## config.mk

```make
export PLATFORM = sky130hd
export DESIGN_NAME = url_percent_decoder_unit
export DESIGN_NICKNAME = d
export VERILOG_FILES = /design/src/design/upd_pkg.sv /design/src/design/url_percent_decoder_unit.sv /design/src/design/upd_core.sv
export SDC_FILE = /design/constraint.sdc
export NUM_CORES = 1
export LEC_CHECK = 0
export BUFFER_PORTS_ARGS = -buffer_cell sky130_fd_sc_hd__buf_2
export CORE_ASPECT_RATIO = 0.9
export CORE_MARGIN = 5
export CORE_UTILIZATION = 50
export DETAILED_ROUTE_END_ITERATION = 10
export PLACE_DENSITY_LB_ADDON = 0.12
export SETUP_SLACK_MARGIN = 0.05
export SLEW_MARGIN = 20
export SYNTH_ARGS = -nofsm -noshare
export SYNTH_HDL_FRONTEND = slang
export SYNTH_HIERARCHICAL = 1
export SYNTH_SLANG_ARGS = --single-unit
```

## constraint.sdc

```tcl
create_clock -name clk_i -period 12.13 [get_ports clk_i]
set_clock_uncertainty 0.2 [all_clocks]
set_input_delay 0 -clock clk_i [delete_from_list [all_inputs] [get_ports clk_i]]
set_output_delay 0 -clock clk_i [all_outputs]
set_load 0.01 [all_outputs]
```

## src/design/upd_pkg.sv

```systemverilog
// shared types, character constants and hex helpers for the url percent decoder
// no dependencies; used by upd_core and url_percent_decoder_unit
`default_nettype none

package upd_pkg;

  localparam logic [7:0] CharNul     = 8'h00;
  localparam logic [7:0] CharPercent = 8'h25;
  localparam logic [7:0] CharPlus    = 8'h2B;
  localparam logic [7:0] CharSpace   = 8'h20;
  localparam logic [7:0] CharZero    = 8'h30;
  localparam logic [7:0] UpperGap    = 8'd7;
  localparam logic [7:0] LowerGap    = 8'd32;

  // one decoded result
  typedef struct packed {
    logic [7:0] data;
    logic       valid;
    logic       run_last;
    logic       msg_end;
  } res_t;

  // everything one input byte produces
  typedef struct packed {
    logic [1:0] count;
    res_t       r0;
    res_t       r1;
  } dec_t;

  function automatic logic is_hex(input logic [7:0] c);
    return (c >= 8'h30 && c <= 8'h39) || (c >= 8'h41 && c <= 8'h46) ||
           (c >= 8'h61 && c <= 8'h66);
  endfunction

  function automatic logic [3:0] hex_nibble(input logic [7:0] c);
    logic [7:0] v;
    v = c - CharZero;
    if (c >= 8'h41) v = v - UpperGap;
    if (c >= 8'h61) v = v - LowerGap;
    return v[3:0];
  endfunction

endpackage

`default_nettype wire

```

## src/design/url_percent_decoder_unit.sv

```systemverilog
// top level of the url percent decoder: input register, decode core, result buffer
// depends on upd_pkg and upd_core
`default_nettype none

// Decodes a form-urlencoded byte stream, one byte per transfer on the slave
// side. '+' becomes a space, '%' and two hex digits (either case) become one
// byte, a broken percent sequence drops the '%' and emits a held digit as
// itself, and a zero byte silences the rest of the message up to the byte
// marked tlast. Each input byte gives zero, one or two results; the byte
// marked tlast always gives at least one, and its final result carries
// m_axis_tlast (end of message). Rate: one byte per cycle while the result
// buffer has room. The input register feeds the decode core, whose results
// land in a two-entry result buffer; a byte that yields two results takes an
// extra output slot, which the buffer absorbs so the input keeps flowing
// unless the consumer stalls.
module url_percent_decoder_unit (
  input  wire logic        clk_i,
  input  wire logic        rst_ni,
  // slave side
  input  wire logic        s_axis_tvalid_i,
  output logic             s_axis_tready_o,
  input  wire logic [7:0]  s_axis_tdata_i,   // [7:0] in_byte
  input  wire logic        s_axis_tlast_i,   // in_last
  // master side
  output logic             m_axis_tvalid_o,
  input  wire logic        m_axis_tready_i,
  output logic [15:0]      m_axis_tdata_o,   // [7:0] out_byte, [8] run_last, rest zero
  output logic             m_axis_tuser_o,   // out_valid
  output logic             m_axis_tlast_o    // message_end
);

  // input register
  logic       in_vld_q;
  logic [7:0] in_byte_q;
  logic       in_last_q;

  // result buffer, entry 0 is the head
  upd_pkg::res_t buf0_q, buf0_d;
  upd_pkg::res_t buf1_q, buf1_d;
  logic [1:0]    cnt_q, cnt_d;

  upd_pkg::dec_t dec;
  logic          pop;
  logic          fire;
  logic [1:0]    cnt_pop;
  logic [2:0]    room;

  upd_core u_core (
    .clk_i  (clk_i),
    .rst_ni (rst_ni),
    .byte_i (in_byte_q),
    .last_i (in_last_q),
    .fire_i (fire),
    .dec_o  (dec)
  );

  assign m_axis_tvalid_o = (cnt_q != 2'd0);
  assign pop             = m_axis_tvalid_o && m_axis_tready_i;
  assign cnt_pop         = cnt_q - {1'b0, pop};
  assign room            = 3'd2 - {1'b0, cnt_pop};

  // decoded byte moves on only when all its results fit in the buffer
  assign fire            = in_vld_q && ({1'b0, dec.count} <= room);
  assign s_axis_tready_o = !in_vld_q || fire;

  always_comb begin
    buf0_d = pop ? buf1_q : buf0_q;
    buf1_d = buf1_q;
    cnt_d  = cnt_pop;
    if (fire && dec.count != 2'd0) begin
      if (cnt_pop == 2'd0) begin
        buf0_d = dec.r0;
        buf1_d = dec.r1;
      end else begin
        buf1_d = dec.r0;
      end
      cnt_d = cnt_pop + dec.count;
    end
  end

  always_ff @(posedge clk_i or negedge rst_ni) begin
    if (!rst_ni) begin
      in_vld_q <= 1'b0;
      cnt_q    <= '0;
    end else begin
      if (s_axis_tready_o) begin
        in_vld_q <= s_axis_tvalid_i;
      end
      cnt_q <= cnt_d;
    end
  end

  // payload registers, no reset needed
  always_ff @(posedge clk_i) begin
    if (s_axis_tvalid_i && s_axis_tready_o) begin
      in_byte_q <= s_axis_tdata_i;
      in_last_q <= s_axis_tlast_i;
    end
    buf0_q <= buf0_d;
    buf1_q <= buf1_d;
  end

  assign m_axis_tdata_o = {7'b0, buf0_q.run_last, buf0_q.data};
  assign m_axis_tuser_o = buf0_q.valid;
  assign m_axis_tlast_o = buf0_q.msg_end;

endmodule

`default_nettype wire

```

## src/design/upd_core.sv

```systemverilog
// decode state machine: phase and held digit, plus the per-byte result logic
// depends on upd_pkg
`default_nettype none

module upd_core (
  input  wire logic          clk_i,
  input  wire logic          rst_ni,
  input  wire logic [7:0]    byte_i,
  input  wire logic          last_i,
  input  wire logic          fire_i,
  output upd_pkg::dec_t      dec_o
);

  typedef enum logic [1:0] {
    PhNormal  = 2'd0,
    PhPercent = 2'd1,
    PhHold    = 2'd2,
    PhStop    = 2'd3
  } phase_e;

  phase_e     phase_q, phase_d;
  logic [7:0] held_q, held_d;

  always_comb begin
    logic          p_valid;
    logic [7:0]    p_byte;
    phase_e        p_phase;
    logic          a_valid;
    logic [7:0]    a_byte;
    logic          b_valid;
    logic          use_plain;
    logic [1:0]    cnt;
    upd_pkg::res_t r0;
    upd_pkg::res_t r1;

    // byte handled as in the normal phase
    p_valid = 1'b0;
    p_byte  = byte_i;
    p_phase = PhNormal;
    priority if (byte_i == upd_pkg::CharNul) begin
      p_phase = PhStop;
    end else if (byte_i == upd_pkg::CharPercent) begin
      p_phase = PhPercent;
    end else if (byte_i == upd_pkg::CharPlus) begin
      p_valid = 1'b1;
      p_byte  = upd_pkg::CharSpace;
    end else begin
      p_valid = 1'b1;
    end

    a_valid   = 1'b0;
    a_byte    = held_q;
    use_plain = 1'b0;
    b_valid   = 1'b0;
    phase_d   = phase_q;
    held_d    = held_q;

    unique case (phase_q)
      PhNormal: begin
        use_plain = 1'b1;
      end
      PhPercent: begin
        if (upd_pkg::is_hex(byte_i)) begin
          held_d  = byte_i;
          phase_d = PhHold;
          a_valid = last_i;
          a_byte  = byte_i;
        end else begin
          use_plain = 1'b1;
        end
      end
      PhHold: begin
        a_valid = 1'b1;
        if (upd_pkg::is_hex(byte_i)) begin
          a_byte  = {upd_pkg::hex_nibble(held_q), upd_pkg::hex_nibble(byte_i)};
          phase_d = PhNormal;
        end else begin
          use_plain = 1'b1;
        end
      end
      PhStop: begin
      end
      default: begin
      end
    endcase

    if (use_plain) begin
      phase_d = p_phase;
      b_valid = p_valid;
    end
    if (last_i) begin
      phase_d = PhNormal;
      held_d  = '0;
    end

    r0  = '0;
    r1  = '0;
    cnt = {1'b0, a_valid} + {1'b0, b_valid};
    if (a_valid) begin
      r0.data  = a_byte;
      r0.valid = 1'b1;
      r1.data  = p_byte;
      r1.valid = b_valid;
    end else if (b_valid) begin
      r0.data  = p_byte;
      r0.valid = 1'b1;
    end
    // end of message with nothing decoded still yields a marker result
    if (last_i && cnt == 2'd0) begin
      cnt = 2'd1;
    end
    if (cnt == 2'd2) begin
      r1.run_last = 1'b1;
      r1.msg_end  = last_i;
    end else if (cnt == 2'd1) begin
      r0.run_last = 1'b1;
      r0.msg_end  = last_i;
    end

    dec_o.count = cnt;
    dec_o.r0    = r0;
    dec_o.r1    = r1;
  end

  always_ff @(posedge clk_i or negedge rst_ni) begin
    if (!rst_ni) begin
      phase_q <= PhNormal;
      held_q  <= '0;
    end else if (fire_i) begin
      phase_q <= phase_d;
      held_q  <= held_d;
    end
  end

endmodule

`default_nettype wire

```

* After elaboration in Yosys (flattened, before gate mapping)
Index checks and enable logic that the tools add are counted.
** Storage, ports and cells
- Register bits after elaboration :: 44
- Latch bits :: 0
- Memory bits (writable) :: 0
- Memory bits (read-only) :: 0
- Input port bits :: 13
- Memories kept :: 0
** Operators by class
- Add/subtract/negate cells :: 10
- $mul :: 0
- Div/mod/pow operators :: 0
- Order comparisons :: 9
- Eq/ne operators :: 8
- Shift operators :: 0
- Multiplexer cells :: 42
- Bitwise logic cells :: 0
- Reduce and logical (&&, ||, !) cells :: 23
** Operators with widths (count)
- 8-bit two-way mux :: 7
- 11-bit two-way mux :: 4
- 8-bit by 7-bit >= comparator with 1-bit output, second input constant :: 4
- 4-bit two-way mux :: 8
- 9-bit two-way mux :: 3
- 2-bit two-way mux :: 10
- 8-bit by 6-bit equality test with 1-bit output, second input constant :: 2
- 8-bit by 7-bit less-or-equal comparator with 1-bit output, second input constant :: 2
- 8-bit case mux with 2 select lines :: 1
- 4-bit by 1-bit subtractor with 4-bit output, second input constant :: 4
- 8-bit by 6-bit >= comparator with 1-bit output, second input constant :: 1
- 8-bit by 6-bit less-or-equal comparator with 1-bit output, second input constant :: 1
- 1-bit logical AND :: 8
- 8-bit logical NOT :: 1
- 4-bit by 2-bit != test with 1-bit output, second input constant :: 2
- 4-bit by 3-bit subtractor with 4-bit output, second input constant :: 2
- 2-bit logical NOT :: 3
- 1-bit two-way mux :: 6
- 2-bit nonzero test :: 3
- 2-bit by 1-bit equality test with 1-bit output, second input constant :: 2
- 2-bit equality test, second input constant :: 2
- 1-bit case mux with 2 select lines :: 2
- 2-bit case mux with 2 select lines :: 1
- 4-bit AND reduction :: 1
- 10 further kinds :: 12

* Logic depth before layout (Yosys ltp)
Gate-level depths: netlist of the first run.
- Word-level depth :: 16
- Mapped depth :: 21
- Gate-level depth less buffers :: 18

* Hierarchy
Netlist of the first run, hierarchy kept.
** By module, submodules not included
- url_percent_decoder_unit :: times used 1, cells each 107, area an instance 1631.6 µm²
- upd_core :: times used 1, cells each 189, area an instance 1535.2 µm²

* Worst setup path before layout of the first run
Ideal clock, no wire load.
- Path kind :: register to register
- Start :: register in_byte_q[0]
- End :: register u_core.held_q[1]
- Library setup time :: 0.121 ns
- Data arrival time :: 3.571 ns
- Required time :: 11.809 ns
- Path slack :: 8.238 ns
- Cell stages (with the launch flop) :: 22
- Period minus slack after synthesis :: 3.892 ns
- Cell sequence :: edfxtp_1 -> inv_1 -> ha_1 -> nor3b_2 -> o21a_1 -> buf_6 -> o31ai_4 -> o211ai_4 -> inv_2 -> buf_6 -> ha_1 -> inv_1 -> nand2_1 -> inv_1 -> ha_1 -> a21oi_1 -> o21a_4 -> nor2b_1 -> clkbuf_1 -> nor2b_1 -> and2_1 -> a22o_1
** RTL lines
- start: declaration :: RTL line url_percent_decoder_unit.sv:34 : logic [7:0] in_byte_q;
- start signal: assignment :: RTL line url_percent_decoder_unit.sv:96 : in_byte_q <= s_axis_tdata_i;
- end signal: assignment :: RTL line upd_core.sv:131 : held_q <= held_d;
- end: declaration :: RTL line upd_core.sv:22 : logic [7:0] held_q, held_d;

==> results of run 1 <==
## per-layer routing
metal / wire (microns) / global-route usage / up-vias
met3: 441 / 0.0360 / 10
met2: 3020 / 0.270 / 82
li1: - / - / 1139
met1: 3410 / 0.269 / 1098
met4: 131 / 0.0525 / 0
met5: 0 / 0 / -
## where the power goes
group          switching, mW  internal, mW  leakage [nW]
Sequential            0.0562         0.246         0.457
Clock                 0.0507        0.0609        0.0541
Combinational          0.248         0.231         0.927
Total                  0.355         0.537          1.44
## through the flow
step / instance area (sq um) / hold slack (ns) / utilization / setup slack (ns)
floorplan: 3190 / -0.496 / - / 8.24
global placement: 3280 / -0.299 / 0.533 / 7.59
detailed placement: 3280 / -0.297 / 0.533 / 7.45
CTS: 3510 / 0.104 / 0.571 / 7.42
global route: 3510 / 0.145 / 0.571 / 7.11
finish: 3510 / 0.0974 / 0.571 / 7.36
## registers in the layout (all words and copies together) (netlist names)
name / cells
buf1_q: 11
m_axis_tdata_o: 9
in_byte_q: 8
u_core/held_q: 8
cnt_q: 2
u_core/phase_q: 2
in_last_q: 1
in_vld_q: 1
m_axis_tlast_o: 1
m_axis_tuser_o: 1
## worst max-delay path by stage
stage,endpoint,startpoint
after global routing,u_core/held_q[4]$_DFFE_PN0P_,in_byte_q[1]$_DFFE_PP_
after detailed placement,buf1_q[3]$_DFFE_PP_,in_byte_q[1]$_DFFE_PP_
after CTS,u_core/held_q[2]$_DFFE_PN0P_,in_byte_q[1]$_DFFE_PP_
after global placement,u_core/held_q[1]$_DFFE_PN0P_,in_byte_q[1]$_DFFE_PP_
after floorplan,u_core/held_q[1]$_DFFE_PN0P_,in_byte_q[0]$_DFFE_PP_
final,u_core/held_q[2]$_DFFE_PN0P_,in_byte_q[1]$_DFFE_PP_
## synth_stat cells (3+ instances only)
| library cell | count | area share |
|---|---|---|
| o21ai_1 | 8 | 0.013 |
| o31ai_1 | 3 | 0.0071 |
| inv_1 | 18 | 0.021 |
| mux2i_1 | 4 | 0.013 |
| nand3_1 | 6 | 0.0095 |
| o211ai_1 | 3 | 0.0071 |
| ha_1 | 18 | 0.071 |
| and2_1 | 10 | 0.020 |
| xnor2_1 | 3 | 0.0083 |
| o21ai_0 | 8 | 0.013 |
| buf_4 | 9 | 0.021 |
| nor3_1 | 7 | 0.011 |
| mux2_2 | 23 | 0.082 |
| mux2_4 | 9 | 0.043 |
| a31oi_1 | 5 | 0.0099 |
| a21oi_1 | 10 | 0.016 |
| dfrtp_1 | 13 | 0.10 |
| buf_6 | 5 | 0.018 |
| nand2_1 | 16 | 0.019 |
| and3_1 | 3 | 0.0059 |
| clkbuf_1 | 3 | 0.0036 |
| nor2b_1 | 3 | 0.0059 |
| edfxtp_1 | 20 | 0.19 |
| a22o_1 | 4 | 0.011 |
| dfxtp_1 | 11 | 0.070 |
| nor2_1 | 12 | 0.014 |
## worst register-to-register path, cell delays in order, from the launching register on
cell      delay (ns)
edfxtp_1        0.47
inv_1           0.16
ha_1            0.25
nor3b_2         0.29
o21a_1          0.53
o31ai_4         0.11
o211ai_4        0.17
inv_2           0.17
a211o_1         0.34
and2_1          0.21
ha_1            0.31
nor2b_4         0.13
o21a_4          0.21
nor2b_1         0.50
nor2b_1         0.27
and2_1          0.22
a22o_1          0.16
## logic make-up (layout without fill, tap and decap cells)
logic type,count (synthesis),count (layout),share of synthesized area
multiplexers,37,37,0.141
adder cells (fa/ha/maj),18,18,0.0711
buffers and inverters,38,64,0.0683
XOR/XNOR,5,5,0.0138
other,1,7,0.00118
AO/OA/AOI/OAI,69,69,0.172
flip-flops,44,44,0.362
AND/OR/NAND/NOR,84,84,0.171
## area by class of cell
cell class	count	area, sq um
clock buffer	5	68.8
clock inverter	3	42.5
fill	562	2640
inverter	19	71.3
multi-input combinational	220	1830
sequential	44	1150
tap	87	109
timing repair buffer	37	245
## timing repair
| action | 4_1_cts | 5_1_grt |
|---|---|---|
| endpoints found under the hold margin | 23 | 0 |
| hold buffers | 12 | 0 |
| buffers inserted | 0 | 0 |
| setup endpoints to repair | 0 | 0 |
==> results.py, run 1 <==
metrics = {
    "final_layout": {
        "nets": 358,
        "instances_no_fill": 415,
        "antennaDiodeCount": 0,
        "syn_to_final_growth_pct": 10.8,
        "drive_gt1_frac": 0.262,
        "layout_commonest_cell": "buf_2",
        "mostFrequentLayoutCells": "25 x buf_2, 23 x mux2_2, 20 x edfxtp_1",
    },
    "worst_setup_path": {
        "slowest_delay_ns": 0.53,
        "crit_buf_inv": 2,
        "cpMaxStageDelayCell": "o21a_1",
        "rrSetupSlack_ns": 7.36,
        "worstSetupPathType": "reg -> reg",
        "crit_fanout": 11,
        "startpoint_type": "flop",
        "crit_family": "simple AND/OR/NAND/NOR gates",
        "crit_arrival_ns": 4.80,
        "timing.rr.start": "in_byte_q[1]$_DFFE_PP_",
        "r2r_cells": 16,
        "crit_required_ns": 12.17,
        "reg2reg_to": "u_core/held_q[2]$_DFFE_PN0P_",
        "cp-end-kind": "flop",
        "crit_chain": "inv_1 > ha_1 > nor3b_2 > o21a_1 > o31ai_4 > o211ai_4 > inv_2 > a211o_1 > and2_1 > ha_1 > nor2b_4 > o21a_4 > nor2b_1 > nor2b_1 > and2_1 > a22o_1",
        "cp_num_cells": 16,
    },
    "min_path": {
        "hold_path.class": "in -> reg",
        "hp-start": "m_axis_tready_i",
        "whs_endpoint": "cnt_q[0]$_DFF_PN0_",
        "hold_depth": 5,
    },
    "timing": {
        "min_period_ns": 4.77,
        "timing_hold_violations_final": 0,
        "fmax_mhz": 210,
        "fin_crit_sh": 0.393,
        "setup_viol_count_final": 0,
        "setup_tns_ns": 0,
        "maxSlewViolCount": 0,
        "relSlewSlack": 0.336,
        "tightest_slew_ns": 0.993,
        "rsz0062_at_grt": "no",
    },
    "floorplanning": {
        "row_count": 27,
        "die_y_microns": 85.5,
        "core_sq_mm": 0.00615,
        "die_w_microns": 93.9,
        "io_pins": 33,
        "initial_core_util": 0.515,
        "dieArea_sq_mm": 0.00803,
    },
    "pwr": {
        "p_leak_nw": 1.44,
        "finalPower_mw": 0.892,
        "powerDensity_mw_per_mm2": 254,
        "vdd_ir_drop_max_mv": 0.143,
    },
    "route": {
        "dr.pass1.iters": 5,
        "wl_microns": 7000,
        "via_per_inst": 5.61,
        "drtIter0Drc": 173,
        "ant_nets": 0,
        "avgRoutedWirePerCell_microns": 16.9,
        "via_count": 2329,
        "drc": 0,
    },
    "clock_tree": {
        "cts-resized-gates": 0,
        "numCtsBuffers": 5,
        "path_clk_slew_ns": 0.08,
        "insertion_delay_ns": 0.29,
        "cts-root-buf": "clkbuf_8",
        "cts_tree": "done",
        "cts_buffer_depth": 2,
        "htree_num_levels": 2,
        "cts_sinks": 44,
    },
    "logic_synthesis": {
        "ys_ff_latch": 44,
        "synthesis.area_sq_mm": 0.00317,
        "synth-main-ff-cell": "edfxtp_1",
        "async_flop_share": 0.295,
        "avgSynthCellArea_sq_um": 10.7,
        "yosys_warnings": 6,
        "yosysSeqAreaShare": 0.362,
        "synth_cell_types": 73,
        "synthCells": 296,
        "synth_edf_count": 20,
    },
    "global_route": {
        "antenna_found_initial": 0,
        "grt_pass1_wl_microns": 11500,
        "grt_max_degree": 15,
        "grtUsageTotal": 0.182,
        "grt_pass1_vias": 2183,
        "overflow": 0,
    },
    "placement": {
        "dp_hpwl_microns": 5280,
        "dpl.cell_count": 395,
        "port-buffer-count": 25,
        "gp_congestion": 0.861,
    },
    "status": {
        "outcome": "finished clean",
    },
    "job": {
        "drv_cap": 0,
    },
}
Note: power is estimated with default switching activity, not from simulation.
==> run 2: changes to the inputs <==
==> constraint.sdc (replaced) <==
create_clock -name clk_i -period 4.3 [get_ports clk_i]
set_clock_uncertainty 0.2 [all_clocks]
set_input_delay 0 -clock clk_i [delete_from_list [all_inputs] [get_ports clk_i]]
set_output_delay 0 -clock clk_i [all_outputs]
set_load 0.01 [all_outputs]
==> run 2 against run 1 <==
Net effect: critical path depth fell by 1; sequential share of layout area shrank 0.41 points; sequential power increased to 2.8 times the previous value; largest power group unchanged; utilization up 0.73 points; via count grew 1.2%; final area up 1.3%; clock power increased by 130%; register-to-register slack got worse by 7.1 ns; power rose to 2.9 times the previous value; global-route usage increased by 1.6 points; cell count up 2.4%.
==> results.py, run 2 (synthesis results as in run 1) <==
metrics = {
    "status": {
        "outcome": "finished clean",
    },
    "worst_setup_path": {
        "slowest_delay_ns": 0.54,
        "worstSetupPathType": "reg -> reg",
        "rrSetupSlack_ns": 0.31,
        "cpMaxStageDelayCell": "edfxtp_1",
        "critPathMostFrequentCell": "ha_1",
        "r2r_cells": 15,
        "cp-end-kind": "flop",
        "crit_chain": "inv_1 > ha_1 > nor3b_2 > o21a_1 > a21oi_1 > nand2_2 > and2_1 > ha_1 > and2_1 > ha_1 > nor2b_4 > o21a_4 > nor3b_4 > buf_4 > mux2_2",
        "timing.rr.start": "in_byte_q[0]$_DFFE_PP_",
        "reg2reg_to": "m_axis_tdata_o[1]$_DFF_P_",
        "crit_fanout": 11,
        "crit_arrival_ns": 3.98,
        "startpoint_type": "flop",
        "crit_buf_inv": 2,
        "crit_required_ns": 4.29,
        "crit_family": "simple AND/OR/NAND/NOR gates",
    },
    "timing": {
        "hold_ws_ns": 0.116,
        "setup_viol_count_final": 0,
        "fmax_mhz": 251,
        "timing_hold_violations_final": 0,
        "fin_crit_sh": 0.928,
        "relSlewSlack": 0.565,
        "setup_tns_ns": 0,
        "min_period_ns": 3.99,
        "maxSlewViolCount": 0,
        "tightest_slew_ns": 0.644,
        "rsz0062_at_grt": "no",
    },
    "global_route": {
        "overflow": 0,
        "antenna_found_initial": 0,
        "grtUsageTotal": 0.198,
        "grt_pass1_wl_microns": 12400,
        "grt_max_degree": 14,
        "grt_pass1_vias": 2370,
    },
    "floorplanning": {
        "die_y_microns": 85.5,
        "die_w_microns": 93.9,
        "initial_core_util": 0.515,
        "row_count": 27,
        "io_pins": 33,
        "core_sq_mm": 0.00615,
        "dieArea_sq_mm": 0.00803,
    },
    "clock_tree": {
        "path_clk_slew_ns": 0.09,
        "insertion_delay_ns": 0.30,
        "cts_buffer_depth": 2,
        "cts_sinks": 44,
        "cts-resized-gates": 0,
        "cts-root-buf": "clkbuf_8",
        "cts_tree": "done",
        "numCtsBuffers": 5,
        "htree_num_levels": 2,
    },
    "final_layout": {
        "antennaDiodeCount": 0,
        "top_register": "buf1_q",
        "drive_gt1_frac": 0.278,
        "syn_to_final_growth_pct": 12.2,
        "fillers": 584,
        "mostFrequentLayoutCells": "25 x buf_2, 23 x mux2_2, 20 x edfxtp_1",
        "multi_input_area_sq_mm": 0.00183,
        "layout_commonest_cell": "buf_2",
        "largest_register_ffs": 11,
        "nets": 368,
        "register_area_sq_mm": 0.00115,
    },
    "route": {
        "avgRoutedWirePerCell_microns": 17.8,
        "ant_nets": 0,
        "drc": 0,
        "via_per_inst": 5.55,
        "via_count": 2357,
        "dr.pass1.iters": 4,
        "drtIter0Drc": 156,
        "wl_microns": 7560,
    },
    "pwr": {
        "p_leak_nw": 1.48,
        "powerDensity_mw_per_mm2": 715,
        "vdd_ir_drop_max_mv": 0.603,
    },
    "min_path": {
        "hold_path.class": "in -> reg",
        "hold_depth": 5,
        "hp-start": "m_axis_tready_i",
        "whs_endpoint": "cnt_q[0]$_DFF_PN0_",
    },
    "job": {
        "drv_cap": 0,
    },
    "placement": {
        "dp_hpwl_microns": 5740,
        "port-buffer-count": 25,
        "gp_congestion": 0.899,
    },
}
-- run 2: worst max-delay path by stage --
stage | startpoint | end | slack (ns) | depth (start not counted)
2_1_floorplan | in_byte_q[0]$_DFFE_PP_ | u_core/held_q[2]$_DFFE_PN0P_ | 0.41 | 21
3_5_place_dp | in_byte_q[0]$_DFFE_PP_ | in_byte_q[5]$_DFFE_PP_ | 0.33 | 14
3_3_place_gp | in_byte_q[0]$_DFFE_PP_ | m_axis_tdata_o[1]$_DFF_P_ | 0.42 | 15
4_1_cts | in_byte_q[0]$_DFFE_PP_ | in_byte_q[5]$_DFFE_PP_ | 0.31 | 14
5_1_grt | in_byte_q[0]$_DFFE_PP_ | u_core/held_q[4]$_DFFE_PN0P_ | 0.06 | 18
6_report | in_byte_q[0]$_DFFE_PP_ | m_axis_tdata_o[1]$_DFF_P_ | 0.31 | 15
-- run 2: per-stage QoR --
stage               utilization  instance area, sq um  cells  total power, mW  setup slack (ns)
floorplan                     -                  3190    302             1.94             0.408
CTS                       0.578                  3550    425             2.56             0.306
global route              0.578                  3550    425             2.74            0.0632
detailed placement        0.545                  3350    405             2.29             0.329
global placement          0.545                  3350    405             2.26             0.420
finish                    0.578                  3550    425             2.54             0.309
-- run 2: what timing repair did --
action / CTS / global route
buffers inserted: 0 / 0
hold buffers: 12 / 0
endpoints found under the hold margin: 23 / 0
-- run 2: area by class of cell --
cell class,count,area share
Multi-Input combinational cell,220,0.514
Sequential cell,44,0.322
Clock inverter,1,0.00141
Timing Repair Buffer,47,0.0901
Clock buffer,7,0.0215
Inverter,19,0.0201
Tap cell,87,0.0306
-- run 2: tightest hold or removal path, stage by stage --
cell and delay [ns]:
buf_2 0.10, nand2_4 0.14, inv_1 0.09, ha_1 0.17, mux2i_1 0.08
-- run 2: power by group --
group | internal (mW) | switching, mW
combinational | 0.704 | 0.747
sequential | 0.690 | 0.145
clock | 0.114 | 0.143
-- run 2: per-layer routing --
layer	vias up	routed length (microns)	GRT usage
met1	1110	3620	0.277
met3	12	413	0.0360
met4	0	92	0.0551
met2	72	3430	0.314
li1	1163	-	-
met5	-	0	0
